**config.mk**
```make
export PLATFORM = sky130hd
export DESIGN_NAME = modulation_matrix_sum
export DESIGN_NICKNAME = d
export VERILOG_FILES = /design/src/sv/mms_pkg.sv /design/src/sv/mms_ctrl.sv /design/src/sv/mms_datapath.sv /design/src/sv/modulation_matrix_sum.sv
export SDC_FILE = /design/constraint.sdc
export NUM_CORES = 2
export LEC_CHECK = 0
export BUFFER_PORTS_ARGS = -buffer_cell sky130_fd_sc_hd__clkbuf_2
export CORE_MARGIN = 2
export CORE_UTILIZATION = 46
export CTS_CLUSTER_DIAMETER = 50
export DETAILED_ROUTE_END_ITERATION = 8
export SYNTH_ARGS = -nofsm -noshare
export SYNTH_HDL_FRONTEND = slang
export SYNTH_HIERARCHICAL = 1
export SYNTH_SLANG_ARGS = --single-unit
export TNS_END_PERCENT = 20
```
**constraint.sdc**
```tcl
create_clock -name clock -period 10.8 [get_ports clock]
set_clock_uncertainty 0.05 [all_clocks]
set_input_delay 1.08 -clock clock [delete_from_list [all_inputs] [get_ports clock]]
set_output_delay 1.08 -clock clock [all_outputs]
set_load 0.02 [all_outputs]
```
**src/sv/mms_pkg.sv**
```systemverilog
// mms_pkg: shared constants, types and the controller state for the
// modulation matrix sum block. No dependencies.
package mms_pkg;

   // sizes
   localparam int SLOTS         = 8;   // slots taking part in a sum, 1 .. 8
   localparam int SOURCES       = 16;  // entries of the source store, 1 .. 16
   localparam int NUM_SLOT_REGS = 8;

   localparam int SLOT_W      = 26;
   localparam int SLOT_IDX_W  = $clog2(NUM_SLOT_REGS);
   localparam int CSR_IDX_W   = 4;
   localparam int SRC_IDX_W   = (SOURCES > 1) ? $clog2(SOURCES) : 1;
   localparam int IDX_W       = 4;   // source / dest fields
   localparam int VAL_W       = 16;  // Q1.15
   localparam int BASE_W      = 24;  // Q8.15
   localparam int OPA_W       = VAL_W + 2;
   localparam int PROD_W      = OPA_W + VAL_W;
   localparam int ACC_W       = 42;
   localparam int RND_SHIFT   = 16;

   localparam logic [SLOT_W-1:0] SLOT_RESET = SLOT_W'(26'h100_0000);

   // slot word packing
   localparam int SL_SRC_LO   = 0;
   localparam int SL_DST_LO   = 4;
   localparam int SL_DEPTH_LO = 8;
   localparam int SL_BIPOLAR  = 24;
   localparam int SL_ACTIVE   = 25;

   // request kinds
   localparam logic KIND_STORE = 1'b0;
   localparam logic KIND_QUERY = 1'b1;

   typedef enum logic [1:0] {
      ST_IDLE,
      ST_RUN,
      ST_DRAIN,
      ST_FINISH
   } mms_state_type;

   typedef struct packed {
      logic store;    // write source store from the request
      logic start;    // latch dest/base, clear slot counter
      logic mac;      // issue one slot product
      logic finish;   // round, saturate, load response register
   } mms_cmd_type;

   typedef struct packed {
      logic last_slot;
      logic out_full;
   } mms_status_type;

endpackage

```
**src/sv/mms_ctrl.sv**
```systemverilog
// mms_ctrl: sequencer for the modulation matrix sum.
// Depends on mms_pkg.
module mms_ctrl (
   input  logic                    clock,
   input  logic                    reset,
   input  logic                    req_valid,
   input  logic                    req_kind,
   output logic                    req_ready,
   input  mms_pkg::mms_status_type status,
   output mms_pkg::mms_cmd_type    cmd
);
   import mms_pkg::*;

   mms_state_type state_ff, state_in;
   logic          accept;

   assign accept = req_valid && req_ready;

   always_ff @(posedge clock) begin
      if (reset) begin
         state_ff <= ST_IDLE;
      end else begin
         state_ff <= state_in;
      end
   end

   always_comb begin
      state_in = state_ff;
      unique case (state_ff)
         ST_IDLE: begin
            if (req_valid && req_kind == KIND_QUERY) state_in = ST_RUN;
         end
         ST_RUN: begin
            if (status.last_slot) state_in = ST_DRAIN;
         end
         ST_DRAIN: begin
            state_in = ST_FINISH;
         end
         ST_FINISH: begin
            if (!status.out_full) state_in = ST_IDLE;
         end
         default: state_in = ST_IDLE;
      endcase
   end

   always_comb begin
      req_ready  = 1'b0;
      cmd        = '0;
      unique case (state_ff)
         ST_IDLE: begin
            req_ready = 1'b1;
            cmd.store = req_valid && req_kind == KIND_STORE;
            cmd.start = req_valid && req_kind == KIND_QUERY;
         end
         ST_RUN: begin
            cmd.mac = 1'b1;
         end
         ST_DRAIN: begin
         end
         ST_FINISH: begin
            cmd.finish = !status.out_full;
         end
         default: begin
         end
      endcase
   end

   a_store_only_on_accept: assert property (@(posedge clock) disable iff (reset)
      cmd.store |-> accept && req_kind == KIND_STORE)
      else $error("store issued without an accepted store request");

   a_run_to_drain: assert property (@(posedge clock) disable iff (reset)
      (state_ff == ST_RUN && status.last_slot) |=> state_ff == ST_DRAIN)
      else $error("slot sweep did not end in drain");

   a_finish_free: assert property (@(posedge clock) disable iff (reset)
      cmd.finish |-> !status.out_full)
      else $error("response register overwritten while held");

   a_start_from_idle: assert property (@(posedge clock) disable iff (reset)
      cmd.start |=> state_ff == ST_RUN)
      else $error("query start did not enter slot sweep");

endmodule

```
**src/sv/mms_datapath.sv**
```systemverilog
// mms_datapath: slot registers, source store, slot multiplier, accumulator
// and the rounding/saturating response register. Depends on mms_pkg.
module mms_datapath (
   input  logic                              clock,
   input  logic                              reset,
   input  logic [mms_pkg::IDX_W-1:0]         req_source_index,
   input  logic signed [mms_pkg::VAL_W-1:0]  req_source_value,
   input  logic [mms_pkg::IDX_W-1:0]         req_dest_index,
   input  logic signed [mms_pkg::BASE_W-1:0] req_base_value,
   input  logic                              csr_we,
   input  logic [mms_pkg::CSR_IDX_W-1:0]     csr_index,
   input  logic [mms_pkg::SLOT_W-1:0]        csr_wdata,
   output logic                              rsp_valid,
   input  logic                              rsp_ready,
   output logic signed [mms_pkg::BASE_W-1:0] rsp_modulated_value,
   output logic                              rsp_saturated,
   input  mms_pkg::mms_cmd_type              cmd,
   output mms_pkg::mms_status_type           status
);
   import mms_pkg::*;

   localparam logic signed [ACC_W-RND_SHIFT-1:0] OUT_MAX =
      (ACC_W-RND_SHIFT)'(8388607);
   localparam logic signed [ACC_W-RND_SHIFT-1:0] OUT_MIN =
      -(ACC_W-RND_SHIFT)'(8388608);

   logic [SLOT_W-1:0]        slot_ff [NUM_SLOT_REGS];
   logic signed [VAL_W-1:0]  src_ff  [SOURCES];
   logic [SLOT_IDX_W-1:0]    cnt_ff;
   logic [IDX_W-1:0]         dest_ff;
   logic signed [PROD_W-1:0] prod_ff, prod_in;
   logic                     prod_en_ff;
   logic signed [ACC_W-1:0]  acc_ff;
   logic                     rsp_valid_ff;
   logic signed [BASE_W-1:0] rsp_value_ff;
   logic                     rsp_sat_ff;

   logic [SLOT_W-1:0]                 word;
   logic [IDX_W-1:0]                  w_src;
   logic signed [VAL_W-1:0]           w_depth;
   logic                              match;
   logic signed [VAL_W-1:0]           v;
   logic signed [OPA_W-1:0]           opa;
   logic signed [ACC_W-1:0]           rnd_sum;
   logic signed [ACC_W-RND_SHIFT-1:0] rnd;

   // configuration
   always_ff @(posedge clock) begin
      if (reset) begin
         for (int i = 0; i < NUM_SLOT_REGS; i++) slot_ff[i] <= SLOT_RESET;
      end else if (csr_we && csr_index < CSR_IDX_W'(NUM_SLOT_REGS)) begin
         slot_ff[csr_index[SLOT_IDX_W-1:0]] <= csr_wdata;
      end
   end

   // source store; out-of-range stores dropped
   always_ff @(posedge clock) begin
      if (reset) begin
         for (int i = 0; i < SOURCES; i++) src_ff[i] <= '0;
      end else if (cmd.store && {1'b0, req_source_index} < (IDX_W+1)'(SOURCES)) begin
         src_ff[req_source_index[SRC_IDX_W-1:0]] <= req_source_value;
      end
   end

   // slot term for the current counter position
   always_comb begin
      word    = slot_ff[cnt_ff];
      w_src   = word[SL_SRC_LO +: IDX_W];
      w_depth = $signed(word[SL_DEPTH_LO +: VAL_W]);
      match   = word[SL_ACTIVE] && word[SL_DST_LO +: IDX_W] == dest_ff;
      v       = '0;
      if ({1'b0, w_src} < (IDX_W+1)'(SOURCES)) v = src_ff[w_src[SRC_IDX_W-1:0]];
      // bipolar: 2v; unipolar: (v + 1) / 2 as unsigned Q0.16
      if (word[SL_BIPOLAR]) opa = $signed({v[VAL_W-1], v, 1'b0});
      else                  opa = $signed({2'b00, ~v[VAL_W-1], v[VAL_W-2:0]});
      // signed product, kept out of a mixed-sign select
      prod_in = '0;
      if (match) prod_in = opa * w_depth;
   end

   always_ff @(posedge clock) begin
      if (reset) begin
         cnt_ff     <= '0;
         prod_en_ff <= 1'b0;
      end else begin
         prod_en_ff <= cmd.mac;
         if (cmd.start)    cnt_ff <= '0;
         else if (cmd.mac) cnt_ff <= cnt_ff + 1'b1;
      end
   end

   always_ff @(posedge clock) begin
      prod_ff <= prod_in;
      if (cmd.start) begin
         dest_ff <= req_dest_index;
         acc_ff  <= ACC_W'($signed({req_base_value, 16'h0000}));
      end else if (prod_en_ff) begin
         acc_ff  <= acc_ff + ACC_W'(prod_ff);
      end
   end

   // round half up to Q8.15, then clip
   always_comb begin
      rnd_sum = acc_ff + ACC_W'(32768);
      rnd     = rnd_sum[ACC_W-1:RND_SHIFT];
   end

   always_ff @(posedge clock) begin
      if (reset) begin
         rsp_valid_ff <= 1'b0;
      end else if (cmd.finish) begin
         rsp_valid_ff <= 1'b1;
      end else if (rsp_ready) begin
         rsp_valid_ff <= 1'b0;
      end
   end

   always_ff @(posedge clock) begin
      if (cmd.finish) begin
         if (rnd > OUT_MAX) begin
            rsp_value_ff <= OUT_MAX[BASE_W-1:0];
            rsp_sat_ff   <= 1'b1;
         end else if (rnd < OUT_MIN) begin
            rsp_value_ff <= OUT_MIN[BASE_W-1:0];
            rsp_sat_ff   <= 1'b1;
         end else begin
            rsp_value_ff <= rnd[BASE_W-1:0];
            rsp_sat_ff   <= 1'b0;
         end
      end
   end

   assign rsp_valid           = rsp_valid_ff;
   assign rsp_modulated_value = rsp_value_ff;
   assign rsp_saturated       = rsp_sat_ff;

   assign status.last_slot = cnt_ff == SLOT_IDX_W'(SLOTS - 1);
   assign status.out_full  = rsp_valid_ff && !rsp_ready;

endmodule

```
**src/sv/modulation_matrix_sum.sv**
```systemverilog
// modulation_matrix_sum: top level of the modulation matrix.
// Depends on mms_pkg, mms_ctrl and mms_datapath.
//
//  channel  direction  handshake             payload
//  req      in         req_valid/req_ready   kind, source index/value, dest, base
//  rsp      out        rsp_valid/rsp_ready   modulated value, saturated flag
//  csr      in         csr_we                csr_index, csr_wdata (slot word)
//
// A store request gives no response. A query request occupies the block
// from its accepting cycle on: that cycle latches dest and base, then one
// slot per cycle goes through the single slot multiplier, a drain step
// moves the last product into the accumulator, and a final step rounds
// and loads the response register. The response is valid in the next
// cycle, when the next request can be taken.
// Synchronous reset clears slots to inactive bipolar and the store to zero.
// A held response stalls only the next query at its final step; store
// requests keep being taken meanwhile.
module modulation_matrix_sum (
   input  logic                              clock,
   input  logic                              reset,
   input  logic                              req_valid,
   output logic                              req_ready,
   input  logic                              req_kind,
   input  logic [mms_pkg::IDX_W-1:0]         req_source_index,
   input  logic signed [mms_pkg::VAL_W-1:0]  req_source_value,
   input  logic [mms_pkg::IDX_W-1:0]         req_dest_index,
   input  logic signed [mms_pkg::BASE_W-1:0] req_base_value,
   output logic                              rsp_valid,
   input  logic                              rsp_ready,
   output logic signed [mms_pkg::BASE_W-1:0] rsp_modulated_value,
   output logic                              rsp_saturated,
   input  logic                              csr_we,
   input  logic [mms_pkg::CSR_IDX_W-1:0]     csr_index,
   input  logic [mms_pkg::SLOT_W-1:0]        csr_wdata
);
   import mms_pkg::*;

   mms_cmd_type    cmd;
   mms_status_type status;

   // sequencer: accepts requests, steps the slot sweep
   mms_ctrl u_ctrl (
      .clock     (clock),
      .reset     (reset),
      .req_valid (req_valid),
      .req_kind  (req_kind),
      .req_ready (req_ready),
      .status    (status),
      .cmd       (cmd)
   );

   // datapath: slots, store, multiply-accumulate, response register
   mms_datapath u_datapath (
      .clock               (clock),
      .reset               (reset),
      .req_source_index    (req_source_index),
      .req_source_value    (req_source_value),
      .req_dest_index      (req_dest_index),
      .req_base_value      (req_base_value),
      .csr_we              (csr_we),
      .csr_index           (csr_index),
      .csr_wdata           (csr_wdata),
      .rsp_valid           (rsp_valid),
      .rsp_ready           (rsp_ready),
      .rsp_modulated_value (rsp_modulated_value),
      .rsp_saturated       (rsp_saturated),
      .cmd                 (cmd),
      .status              (status)
   );

endmodule

```
==> qor.txt <==
min Tclk post-route: 9540 ps
met3 GRT Util: 3.55%
hpwl dp: 67.4 mm
Hold Crit Class: reg2reg
port bufs: 110
Post-synth EDFFs: 519
total track usage: 22.8%
Netlist cell types: 80
starting density of the core: 46.5%
Relative slew margins: 16.8%
Crit path top cell by count: fa_1
area taken by flip-flops and latches: 16800 sq um
Die Footprint: 87100 sq um
clock buffer count from CTS: 78
dpl ws: 1270 ps
syn_nets: 3953
Hold Vio Cnt, Final: 0
layout cell share with drive strength beyond 1: 12.7%
initial DRC count: 1727
global route overflow: 0
Max Cap Violations: 0
Sink Count: 579
placer congestion estimate: 0.911
worst-margin pin slew: 1240 ps
met1 Track Usage GR: 31.9%
crit path launch type: register
register area share after synthesis: 43.0%
PostCTS Resize Cnt: 0
worst endpoint required time: 11270 ps
detailed-route via count: 25.2k
CTS tree: built
worst setup margin: 1260 ps
Area Overhead vs Synth: 11.1%
CORE AREA: 83800 sq um
Post-synth ARST share: 0%
total routed wirelength: 97.1 mm
Worst Path Max Fanout: 21
largest net degree at the start of global routing: 78
Post-CTS Setup Inserts: 0
first-pass GRT wire length: 152 mm
CP max stage delay: 800 ps
Worst setup EP type: register
Die Ht: 295 um
Peak Freq: 0.105 GHz
CTS max path bufs: 3
Synth warnings: 6
die extent in x: 295 um
vias in the first global route: 25.9k
Final period util: 88.3%
Clock Pin Slew Worst Setup and Hold Paths: 60 ps
Yosys reg bits: 579
cell count after synthesis: 3453
Nets: 4046
reg2reg path depth: 28
Critical Path AT: 10010 ps
synthesized area per cell: 11.3 sq um
hold path depth: 2
GRT busiest layer: met2
htree depth: 3
Syn Std Cell Area: 39000 sq um
Crit Path Class: reg2reg
io pins: 111
total negative slack: 0 ps
Fillers: 7462
final hold slack: 445 ps
row cnt: 106
M2 GR Usage: 36.5%
DRT Pass-1 Iters: 5
Antenna Nets Post-Route: 0
final setup fails: 0
latest clock arrival within the worst-skew pair: 630 ps
# hold bufs at CTS: 0
initial antenna violation count: 3
RSZ-0062 raised after global routing: no
remaining routing DRC violations: 0
multi-input logic area: 20100 sq um
critical path's slowest cell: nor2_1
Max Slew Vio Count: 0
ys flop type: edfxtp_1
routed vias/inst: 5.31
status: completed
Root Buffer Master: clkbuf_16
WL/cell: 20.5 um
-- cell usage in the layout (no fill, tap or decap), drive strengths merged, types with 16 or more instances in the layout --
| cell type | count |
|---|---|
| edfxtp | 519 |
| and2 | 507 |
| inv | 366 |
| fa | 282 |
| nand2 | 278 |
| nor2 | 240 |
| clkbuf | 204 |
| ha | 134 |
| mux2i | 108 |
| a21oi | 85 |
| o21ai | 79 |
| a211oi | 72 |
| buf | 68 |
| dfxtp | 60 |
| a31oi | 57 |
| xnor2 | 53 |
| mux4 | 52 |
| a21o | 48 |
| xor2 | 42 |
| or2 | 40 |
| nand2b | 37 |
| nand3 | 32 |
| a22oi | 28 |
| nor3 | 28 |
| nor2b | 24 |
| clkinv | 24 |
| or3 | 16 |
-- metrics by stage --
stage	util (%)	instances	area, sq um
4_1_cts	51.7	4742	43300
3_3_place_gp	48.6	4600	40700
6_report	51.7	4746	43300
5_1_grt	51.7	4742	43300
2_1_floorplan	-	3453	39000
3_5_place_dp	48.6	4600	40700
-- cell families after synthesis --
group,share of synthesized area (%)
muxes,6.38
DFF,43.0
adders and majority gates,18.8
xor gates and xnor gates,2.13
and+or+nand+nor,16.4
buffers and inverters,5.66
AOI/OAI and AO/OA,7.63
-- layer usage --
metal	up-vias	routed length, um	share of wire (%)
met5	-	25	0.026
met4	4	2530	2.6
met2	683	44300	46
met3	147	5540	5.7
met1	12500	44700	46
li1	11900	-	-
-- critical path: cells and delay by family, from the launching register on --
| family | cells | cell delay [ps] |
|---|---|---|
| buffers and inverters | 4 | 560 |
| AND/OR/NAND/NOR | 4 | 1250 |
| AO/OA/AOI/OAI | 10 | 2350 |
| flip-flops | 1 | 460 |
| adder cells (fa/ha/maj) | 7 | 3450 |
| multiplexers | 3 | 1300 |
-- layout make-up --
type,count,area share [%]
sequential,579,38.8
clock buffer,94,4.69
inverter,359,3.12
antenna,4,0.0231
timing repair buffer,178,2.56
tap,1134,3.28
clock inverter,48,1.24
multi-input combinational,2350,46.3
-- cell usage after synthesis, types with 5 or more instances --
library cell,count,area [sq um]
nor2_1,231,867
nor2b_1,24,150
and2_1,485,3030
mux2_2,11,124
and3_1,14,87.6
a21oi_2,7,61.3
mux2i_1,102,1020
o41ai_1,5,43.8
o211ai_1,6,45.0
buf_4,12,90.1
edfxtp_1,519,15600
and2_0,21,131
o21ai_0,74,370
or2_1,12,75.1
buf_1,5,18.8
a21o_1,44,330
ha_1,134,1680
or3_1,16,100
fa_1,282,5650
buf_8,5,75.1
or2_2,28,175
xor2_1,42,368
a31oi_1,52,325
buf_6,13,146
nand4_1,7,43.8
nand3_1,32,160
o21a_1,9,67.6
nor2_2,9,56.3
o21bai_1,5,37.5
a21oi_1,75,375
a211oi_2,9,113
a211oi_1,63,473
mux2i_4,6,135
buf_2,32,160
o31ai_1,8,60.1
inv_1,358,1340
a22oi_1,28,210
xnor2_1,53,464
nand2b_1,37,231
mux4_2,52,1170
nand2_1,278,1040
dfxtp_1,60,1200
clkbuf_1,98,368
nor3_1,28,140
-- sequential cells by signal (all words and copies together), names as in the netlist, named ones only --
name	count
u_datapath/src_ff	256
u_datapath/slot_ff	208
u_datapath/acc_ff	42
u_datapath/prod_ff	34
u_datapath/rsp_modulated_value	24
u_datapath/dest_ff	4
u_datapath/cnt_ff	3
u_ctrl/state_ff	2
u_datapath/prod_en_ff	1
u_datapath/rsp_saturated	1
u_datapath/rsp_valid	1
-- worst paths after layout --
check                  startpoint  slack [ps]                endpoint
min          u_datapath/acc_ff[7]         440    u_datapath/acc_ff[7]
min reg2reg  u_datapath/acc_ff[7]         440    u_datapath/acc_ff[7]
max                      register        1260  u_datapath/prod_ff[33]
max reg2reg              register        1260  u_datapath/prod_ff[33]
Power is not shown: default switching activity piles up to over one toggle a cycle in this logic, so the estimate is an artifact.
